--- config.mk ---
export PLATFORM = sky130hd
export DESIGN_NAME = rkc_finish
export DESIGN_NICKNAME = d
export VERILOG_FILES = /design/src/hdl/rkc_pkg.sv /design/src/hdl/rkc_finish.sv
export SDC_FILE = /design/constraint.sdc
export NUM_CORES = 2
export LEC_CHECK = 0
export ABC_CLOCK_PERIOD_IN_PS = 10300
export BUFFER_PORTS_ARGS = -buffer_cell sky130_fd_sc_hd__buf_2
export CORE_MARGIN = 5
export CORE_UTILIZATION = 40
export DETAILED_ROUTE_END_ITERATION = 16
export PLACE_DENSITY = 0.68
export SLEW_MARGIN = 25
export SYNTH_ARGS = -nofsm -noshare
export SYNTH_HDL_FRONTEND = slang
export SYNTH_SLANG_ARGS = --single-unit
--- constraint.sdc ---
create_clock -name clk -period 10.3 [get_ports clk]
set_clock_uncertainty 0.2 [all_clocks]
set_input_delay 2.06 -clock clk [delete_from_list [all_inputs] [get_ports clk]]
set_output_delay 2.06 -clock clk [all_outputs]
set_load 0.05 [all_outputs]
--- src/hdl/rkc_pkg.sv ---
// Shared types, constants and the saturation helper for the RK4 cubic oscillator step.
// Used by rkc_stage, rkc_finish and rk4_cubic_oscillator_step; depends on nothing.
`default_nettype none

package rkc_pkg;

	localparam int VAL_W  = 32;  // Q8.24 value width
	localparam int STEP_W = 25;  // unsigned time step width
	localparam int SUM_W  = 35;  // exact k1 + 2*(k2 + k3) + k4

	localparam logic [STEP_W-1:0] STEP_RESET = 25'd167772;

	// floor((2^32 - 1) / 3), the reciprocal used for the divide by three
	localparam logic [31:0] RECIP3 = 32'h5555_5555;

	// Role of one evaluation stage in the RK4 chain.
	localparam logic [1:0] KIND_FIRST  = 2'd0;
	localparam logic [1:0] KIND_SECOND = 2'd1;
	localparam logic [1:0] KIND_THIRD  = 2'd2;
	localparam logic [1:0] KIND_LAST   = 2'd3;

	localparam logic [1:0] KIND_ORDER [4] = '{KIND_FIRST, KIND_SECOND, KIND_THIRD, KIND_LAST};

	typedef struct packed {
		logic                    hit;
		logic signed [VAL_W-1:0] val;
	} sat_t;

	// Item record that travels between the evaluation stages.
	typedef struct packed {
		logic signed [VAL_W-1:0] pos0;     // position at the start of the step
		logic signed [VAL_W-1:0] mom0;     // momentum at the start of the step
		logic signed [VAL_W-1:0] pos;      // argument of the next evaluation
		logic signed [VAL_W-1:0] mom;
		logic signed [SUM_W-1:0] sum_pos;  // weighted sum of the k values so far
		logic signed [SUM_W-1:0] sum_mom;
		logic                    sat;
	} rec_t;

	typedef struct packed {
		logic signed [VAL_W-1:0] pos;
		logic signed [VAL_W-1:0] mom;
		logic                    sat;
	} res_t;

	// Clip a wide signed value to the 32-bit range and report whether it was clipped.
	function automatic sat_t sat32(input logic signed [63:0] v);
		sat_t r;
		priority if (v > 64'sd2147483647) begin
			r.hit = 1'b1;
			r.val = 32'sh7FFF_FFFF;
		end else if (v < -64'sd2147483648) begin
			r.hit = 1'b1;
			r.val = 32'sh8000_0000;
		end else begin
			r.hit = 1'b0;
			r.val = v[VAL_W-1:0];
		end
		return r;
	endfunction

endpackage

`default_nettype wire

--- src/hdl/rkc_finish.sv ---
// Final RK4 combination: weighted sum over six, rounded half away from zero, added and clipped.
// Four-stage pipeline; depends on rkc_pkg for the record types, RECIP3 and sat32.
`default_nettype none

module rkc_finish (
	input  wire logic          clk,
	input  wire logic          arst_n,
	input  wire logic          in_valid,
	output logic               in_ready,
	input  wire rkc_pkg::rec_t in_rec,
	output logic               out_valid,
	input  wire logic          out_ready,
	output rkc_pkg::res_t      out_res
);

	localparam int X_W = 33;   // (|sum| + 3) / 2 stays below 2^33

	logic v_s1, v_s2, v_s3, v_s4;
	logic en1, en2, en3, en4;

	logic signed [rkc_pkg::VAL_W-1:0] u_s1 [2];
	logic signed [rkc_pkg::VAL_W-1:0] u_s2 [2];
	logic signed [rkc_pkg::VAL_W-1:0] u_s3 [2];
	logic        [X_W-1:0]            x_s1 [2];
	logic        [X_W-1:0]            x_s2 [2];
	logic        [X_W+31:0]           prod_s2 [2];
	logic signed [X_W:0]              inc_s3 [2];
	logic                             neg_s1 [2];
	logic                             neg_s2 [2];
	logic                             sat_s1, sat_s2, sat_s3;
	rkc_pkg::res_t                    res_s4;

	assign en4      = !v_s4 || out_ready;
	assign en3      = !v_s3 || en4;
	assign en2      = !v_s2 || en3;
	assign en1      = !v_s1 || en2;
	assign in_ready = en1;

	always_ff @(posedge clk or negedge arst_n) begin
		if (!arst_n) begin
			v_s1 <= 1'b0;
			v_s2 <= 1'b0;
			v_s3 <= 1'b0;
			v_s4 <= 1'b0;
		end else begin
			if (en1) v_s1 <= in_valid;
			if (en2) v_s2 <= v_s1;
			if (en3) v_s3 <= v_s2;
			if (en4) v_s4 <= v_s3;
		end
	end

	logic signed [rkc_pkg::SUM_W-1:0] sum_in [2];
	logic signed [rkc_pkg::VAL_W-1:0] u_in   [2];
	logic        [rkc_pkg::SUM_W-1:0] mag    [2];
	logic        [rkc_pkg::SUM_W-1:0] mag3   [2];
	logic        [X_W-1:0]            q0     [2];
	logic        [X_W-1:0]            rem    [2];
	logic        [X_W-1:0]            quot   [2];
	rkc_pkg::sat_t                    fin    [2];

	assign sum_in[0] = in_rec.sum_pos;
	assign sum_in[1] = in_rec.sum_mom;
	assign u_in[0]   = in_rec.pos0;
	assign u_in[1]   = in_rec.mom0;

	always_comb begin
		for (int i = 0; i < 2; i++) begin
			mag[i]  = sum_in[i][rkc_pkg::SUM_W-1] ? -sum_in[i] : sum_in[i];
			mag3[i] = mag[i] + rkc_pkg::SUM_W'(3);
			// Reciprocal estimate is at most one short; the remainder fixes it.
			q0[i]   = prod_s2[i][X_W+31:32];
			rem[i]  = x_s2[i] - X_W'(q0[i] * X_W'(3));
			priority if (rem[i] >= X_W'(6)) quot[i] = q0[i] + X_W'(2);
			else if (rem[i] >= X_W'(3))     quot[i] = q0[i] + X_W'(1);
			else                            quot[i] = q0[i];
			fin[i]  = rkc_pkg::sat32(64'(u_s3[i]) + 64'(inc_s3[i]));
		end
	end

	always_ff @(posedge clk) begin
		for (int i = 0; i < 2; i++) begin
			if (en1) begin
				x_s1[i]   <= mag3[i][X_W:1];
				neg_s1[i] <= sum_in[i][rkc_pkg::SUM_W-1];
				u_s1[i]   <= u_in[i];
			end
			if (en2) begin
				prod_s2[i] <= (X_W+32)'(x_s1[i]) * (X_W+32)'(rkc_pkg::RECIP3);
				x_s2[i]    <= x_s1[i];
				neg_s2[i]  <= neg_s1[i];
				u_s2[i]    <= u_s1[i];
			end
			if (en3) begin
				inc_s3[i] <= neg_s2[i] ? -$signed({1'b0, quot[i]}) : $signed({1'b0, quot[i]});
				u_s3[i]   <= u_s2[i];
			end
		end
		if (en1) sat_s1 <= in_rec.sat;
		if (en2) sat_s2 <= sat_s1;
		if (en3) sat_s3 <= sat_s2;
		if (en4) begin
			res_s4.pos <= fin[0].val;
			res_s4.mom <= fin[1].val;
			res_s4.sat <= sat_s3 | fin[0].hit | fin[1].hit;
		end
	end

	assign out_valid = v_s4;
	assign out_res   = res_s4;

endmodule

`default_nettype wire

---- After elaboration in Yosys (flattened, before gate mapping) ----
Memories as Yosys holds them, arrays and structs flattened.
Index checks and enable logic that the tools add are counted.
cells by class
  reductions and logical operators ........ 8
  add/sub/neg operators ................... 14
  multipliers ............................. 4
  bitwise gates (word level) .............. 2
  muxes and demuxes ....................... 18
  magnitude comparators ................... 8
operator list
  cell                                                             number
  two-way mux 33 bit                                               8
  two-way mux 34 bit                                               4
  multiplier 33 x 31 -> 64 bit, second input constant              2
  adder 32 x 34 -> 35 bit                                          2
  greater-than comparator 35 x 32 -> 1 bit, second input constant  2
  < comparator 35 x 32 -> 1 bit, second input constant             2
  adder 34 x 2 -> 34 bit, second input constant                    2
  negation 33 -> 34 bit                                            2
  negation 34 bit                                                  2
  adder 33 x 1 -> 33 bit, second input constant                    2
  adder 33 x 2 -> 33 bit, second input constant                    2
  >= comparator 33 x 2 -> 1 bit, second input constant             2
  >= comparator 33 x 3 -> 1 bit, second input constant             2
  multiplier 33 x 2 -> 33 bit, second input constant               2
  subtractor 33 bit                                                2
  two-way mux 1 bit                                                6
  logical NOT 1 bit                                                4
  logical OR 1 bit                                                 4
  bitwise OR 1 bit                                                 2
word-level totals
  register bits ........................... 72
  memory bits (writable) .................. 524
  memories ................................ 9
memory list
  memory           depth  bits a word  rd ports  clocked after memory_dff  write ports  RTL line          source
  prod_s2          2      64           2         0                         2            rkc_finish.sv:26  logic [X_W+31:0] prod_s2 [2];
  inc_s3           2      34           2         0                         2            rkc_finish.sv:27  logic signed [X_W:0] inc_s3 [2];
  x_s1             2      33           2         0                         2            rkc_finish.sv:24  logic [X_W-1:0] x_s1 [2];
  x_s2             2      33           2         0                         2            rkc_finish.sv:25  logic [X_W-1:0] x_s2 [2];
  u_s1             2      32           2         0                         2            rkc_finish.sv:21  logic signed [rkc_pkg::VAL_W-1:0] u_s1 [2];
  u_s2             2      32           2         0                         2            rkc_finish.sv:22  logic signed [rkc_pkg::VAL_W-1:0] u_s2 [2];
  3 more memories  n/a    n/a          n/a       n/a                       n/a          n/a

---- Logic depth before layout (Yosys ltp) ----
An unclocked memory read counts as a cell.
  depth after elaboration ................. 8
  depth in mapped cells ................... 30
  depth with buffers taken out ............ 30

---- Least setup slack after synthesis ----
Ideal clock, no wire load.
  path type ............................... in2reg
  start ................................... input port out_ready
  end ..................................... memory neg_s2[0][0], enable pin
  stages .................................. 2
  path buffers ............................ 0
  slack ................................... 1350 ps
  data arrival time ....................... 6681 ps
  library setup time ...................... 2069 ps
  path through ............................ nor2b_1 > nand3_1
RTL lines
  element          RTL line          source
  start, declared  rkc_finish.sv:12  input wire logic out_ready,
  end, declared    rkc_finish.sv:29  logic neg_s2 [2];

==> impl_results.md <==
* Status: completed
* DP HPWL at roughly 140000 um
* Crit end category: flop
* Max Cap Violations at 0
* Critical path class: flop to flop
* Slew @ Worst Pin at slightly above 1 ns
* Via-to-Cell Ratio at 5.20
* Vias in the first global route at approximately 45000
* Initial antenna violation count at 2
* Fin nets at roughly 8000
* Die height at 406 um
* Largest net degree at the start of global routing at 81
* Worst R2R End: prod_s2[0][127]
* Layout cells sized above 1 at between 6 and 7%
* Port bufs at approximately 200
* CTS tree: done
* Postcts setup bufs at 0
* TritonCTS buffer count at 66
* Peak Freq at between 100 and 150 MHz
* Sequential share of the synthesized area at 25.4%
* Antenna viol nets, final at 0
* Hold Startpoint: u_s1[0][35]
* Final setup violation count at 0
* Post-CTS Resized at 0
* # clock sinks at ~530
* Area delta synth->final at 9.19%
* Root Buffer: clkbuf_16
* CTS H-tree depth at 3
* Crit-path most repeated cell: fa_1
* Hold EP: u_s2[0][35]
* Gpl congestion at about 0.96
* Worst Path Required at approximately 11 ns
* Mapped Area at about 0.063 mm^2
* Tmin final at around 9.6 ns
* DRT Pass-1 Iters at 8
* Die width at roughly 400 um
* Worst reg2reg path startpoint: x_s1[0][50]
* Hold_buf cts at 0
* Max stage delay cell, worst path: edfxtp_1
* Via count at 42500
* Worst Setup Start Kind: flop
* Ys flop type: edfxtp_1
* Synth Register Bits at 532
* Core region area at between 0.15 and 0.2 mm^2
* WL per Instance at approximately 20 um
* FF-to-FF path depth at 28
* CP peak stage delay at approximately 0.58 ns
* Hold Crit Depth at 0
* EDFF count, synth at approximately 530
* Worst EP arrival at 9.83 ns
* Dominant cell type by area after synthesis: fa_1
* Post-route DRC at 0
* Cells after Synth at 5845
* RSZ-0062 raised after global routing: false
* # rows at between 100 and 150
* Iteration-0 DRC count of the detailed router at approximately 2700
* Starting Density at 40.2%
* Total detailed-routing wirelength at ~160000 um
* Hold Fails Final Rpt at 0
* Reg2reg setup slack at approximately 0.66 ns
* Netlist cell types at 97
* Worst Path Max Fanout at 6
* Share of the synthesized area in the top cell type at around a quarter
* Mean area per synthesized cell at about 11 um^2
* Asr flop ratio synth at less than 1%
* Slew headroom at 30.0%
* Max clock buf depth at 3
* GRT Resource Usage Total at between 20% and 30%
* Clk slew on worst S/H paths at 0.06 ns
* Wire length of the first global-routing pass at 254000 um
* Die area at about 0.17 mm^2
* Period utilization at between 90% and 100%
* Grt total ovfl at 0
* Largest cells by area after synthesis: fa_1 (26%), edfxtp_1 (25%), ha_1 (17%)
* Max-slew violations at 0
* Clock Latency Late Sink at 0.68 ns
* Yosys Warn Count at 0
* Mapped Nets at roughly 7700
* Setup TNS at 0 ns
* Layout fillers at ~15000
* # IOs at 270
* HP Class: flop to flop
-- cells in the mapped netlist, drive strengths merged (7+ instances only) --
library cell / n
a2111oi: 11
a211o: 13
a211oi: 30
a21boi: 11
a21o: 150
a21oi: 185
a22oi: 8
a31o: 10
a31oi: 24
and2: 23
and3: 31
and4: 9
buf: 11
clkbuf: 71
edfxtp: 528
fa: 806
ha: 872
inv: 1323
mux2i: 28
nand2: 223
nand2b: 41
nand3: 78
nand3b: 10
nand4: 68
nor2: 208
nor2b: 34
nor3: 69
nor3b: 9
nor4: 23
o2111ai: 11
o211a: 7
o211ai: 40
o21a: 40
o21ai: 155
o21bai: 19
o221ai: 7
o22ai: 10
o31a: 7
o31ai: 45
o41ai: 25
or2: 25
or3: 46
or4: 21
xnor2: 253
xor2: 144
-- stage by stage --
| step | utilization (%) | instances | setup WS [ns] | area [um^2] | hold slack (ns) |
|---|---|---|---|---|---|
| detailed placement | 42.5 | 8058 | 0.719 | 66400 | 0.205 |
| finish | 43.9 | 8176 | 0.662 | 68600 | 0.207 |
| floorplan | - | 5845 | 1.35 | 62900 | 0.200 |
| CTS | 43.9 | 8174 | 0.677 | 68600 | 0.212 |
| global route | 43.9 | 8175 | 0.216 | 68600 | 0.219 |
| global placement | 42.5 | 8058 | 0.754 | 66400 | 0.202 |
-- cells in the final DEF, fill, tap and decap left out, drive strengths merged, types with 24 or more instances in the layout --
| master | count |
|---|---|
| inv | 1332 |
| ha | 872 |
| fa | 806 |
| edfxtp | 528 |
| xnor2 | 253 |
| buf | 238 |
| nand2 | 223 |
| nor2 | 208 |
| a21oi | 185 |
| o21ai | 155 |
| a21o | 150 |
| xor2 | 144 |
| nand3 | 78 |
| clkbuf | 74 |
| nor3 | 69 |
| nand4 | 68 |
| or3 | 46 |
| o31ai | 45 |
| nand2b | 41 |
| o21a | 40 |
| o211ai | 40 |
| nor2b | 34 |
| and3 | 31 |
| a211oi | 30 |
| mux2i | 28 |
| clkinv | 27 |
| or2 | 25 |
| o41ai | 25 |
| a31oi | 24 |
-- worst max-delay path by stage --
stage | startpoint | end
3_3_place_gp | x_s1[0][50] | prod_s2[0][127]
5_1_grt | x_s1[0][50] | prod_s2[0][121]
4_1_cts | x_s1[0][50] | prod_s2[0][127]
2_1_floorplan | out_ready | neg_s2[0][0]
3_5_place_dp | x_s1[0][50] | prod_s2[0][127]
6_report | x_s1[0][50] | prod_s2[0][127]
-- cells by family after synthesis --
kind of cell,after synthesis,share of synthesized area (%)
flip-flops,532,25.4
XOR/XNOR,397,5.53
AO/OA/AOI/OAI,865,9.48
multiplexers,33,0.535
buffers and inverters,1405,8.43
AND/OR/NAND/NOR,935,7.61
adder cells (fa/ha/maj),1678,43.0
-- sequential cells by signal, summed over array words and instances, names as in the netlist --
signal and count:
inc_s3 68, neg_s1 2, neg_s2 2, out_res 65, out_valid 1, prod_s2 64
sat_s1 1, sat_s2 1, sat_s3 1, u_s1 64, u_s2 64, u_s3 64
v_s1 1, v_s2 1, v_s3 1, x_s1 66, x_s2 66
-- area by class of cell --
| cell class | instances | area [um^2] | area share, % |
|---|---|---|---|
| Antenna cell | 1 | 2.50 | 0.00365 |
| Clock buffer | 74 | 1700 | 2.48 |
| Clock inverter | 42 | 504 | 0.735 |
| Inverter | 1323 | 4970 | 7.24 |
| Multi-Input combinational cell | 3908 | 41600 | 60.7 |
| Sequential cell | 532 | 16000 | 23.2 |
| Tap cell | 2058 | 2570 | 3.75 |
| Timing Repair Buffer | 238 | 1280 | 1.86 |
-- critical path: cells and delay by family, from the launching register on --
kind | cells | cell delay [ns]
muxes | 1 | 0.23
DFF | 1 | 0.58
adders and majority gates | 9 | 4.39
and+or+nand+nor | 5 | 1.12
buffers and inverters | 4 | 0.28
AOI/OAI and AO/OA | 9 | 2.56
-- metal layers --
layer	up-vias	part of all wire, %	GRT usage, %
met5	-	0	0
met4	0	3.2	6.27
met3	250	6.1	3.24
met2	1172	48	34.0
met1	21100	42	26.3
li1	20000	-	-
Power is left out: the tool's default activity adds up to more than one toggle a clock period on the data nets, which glitch-free logic cannot reach.
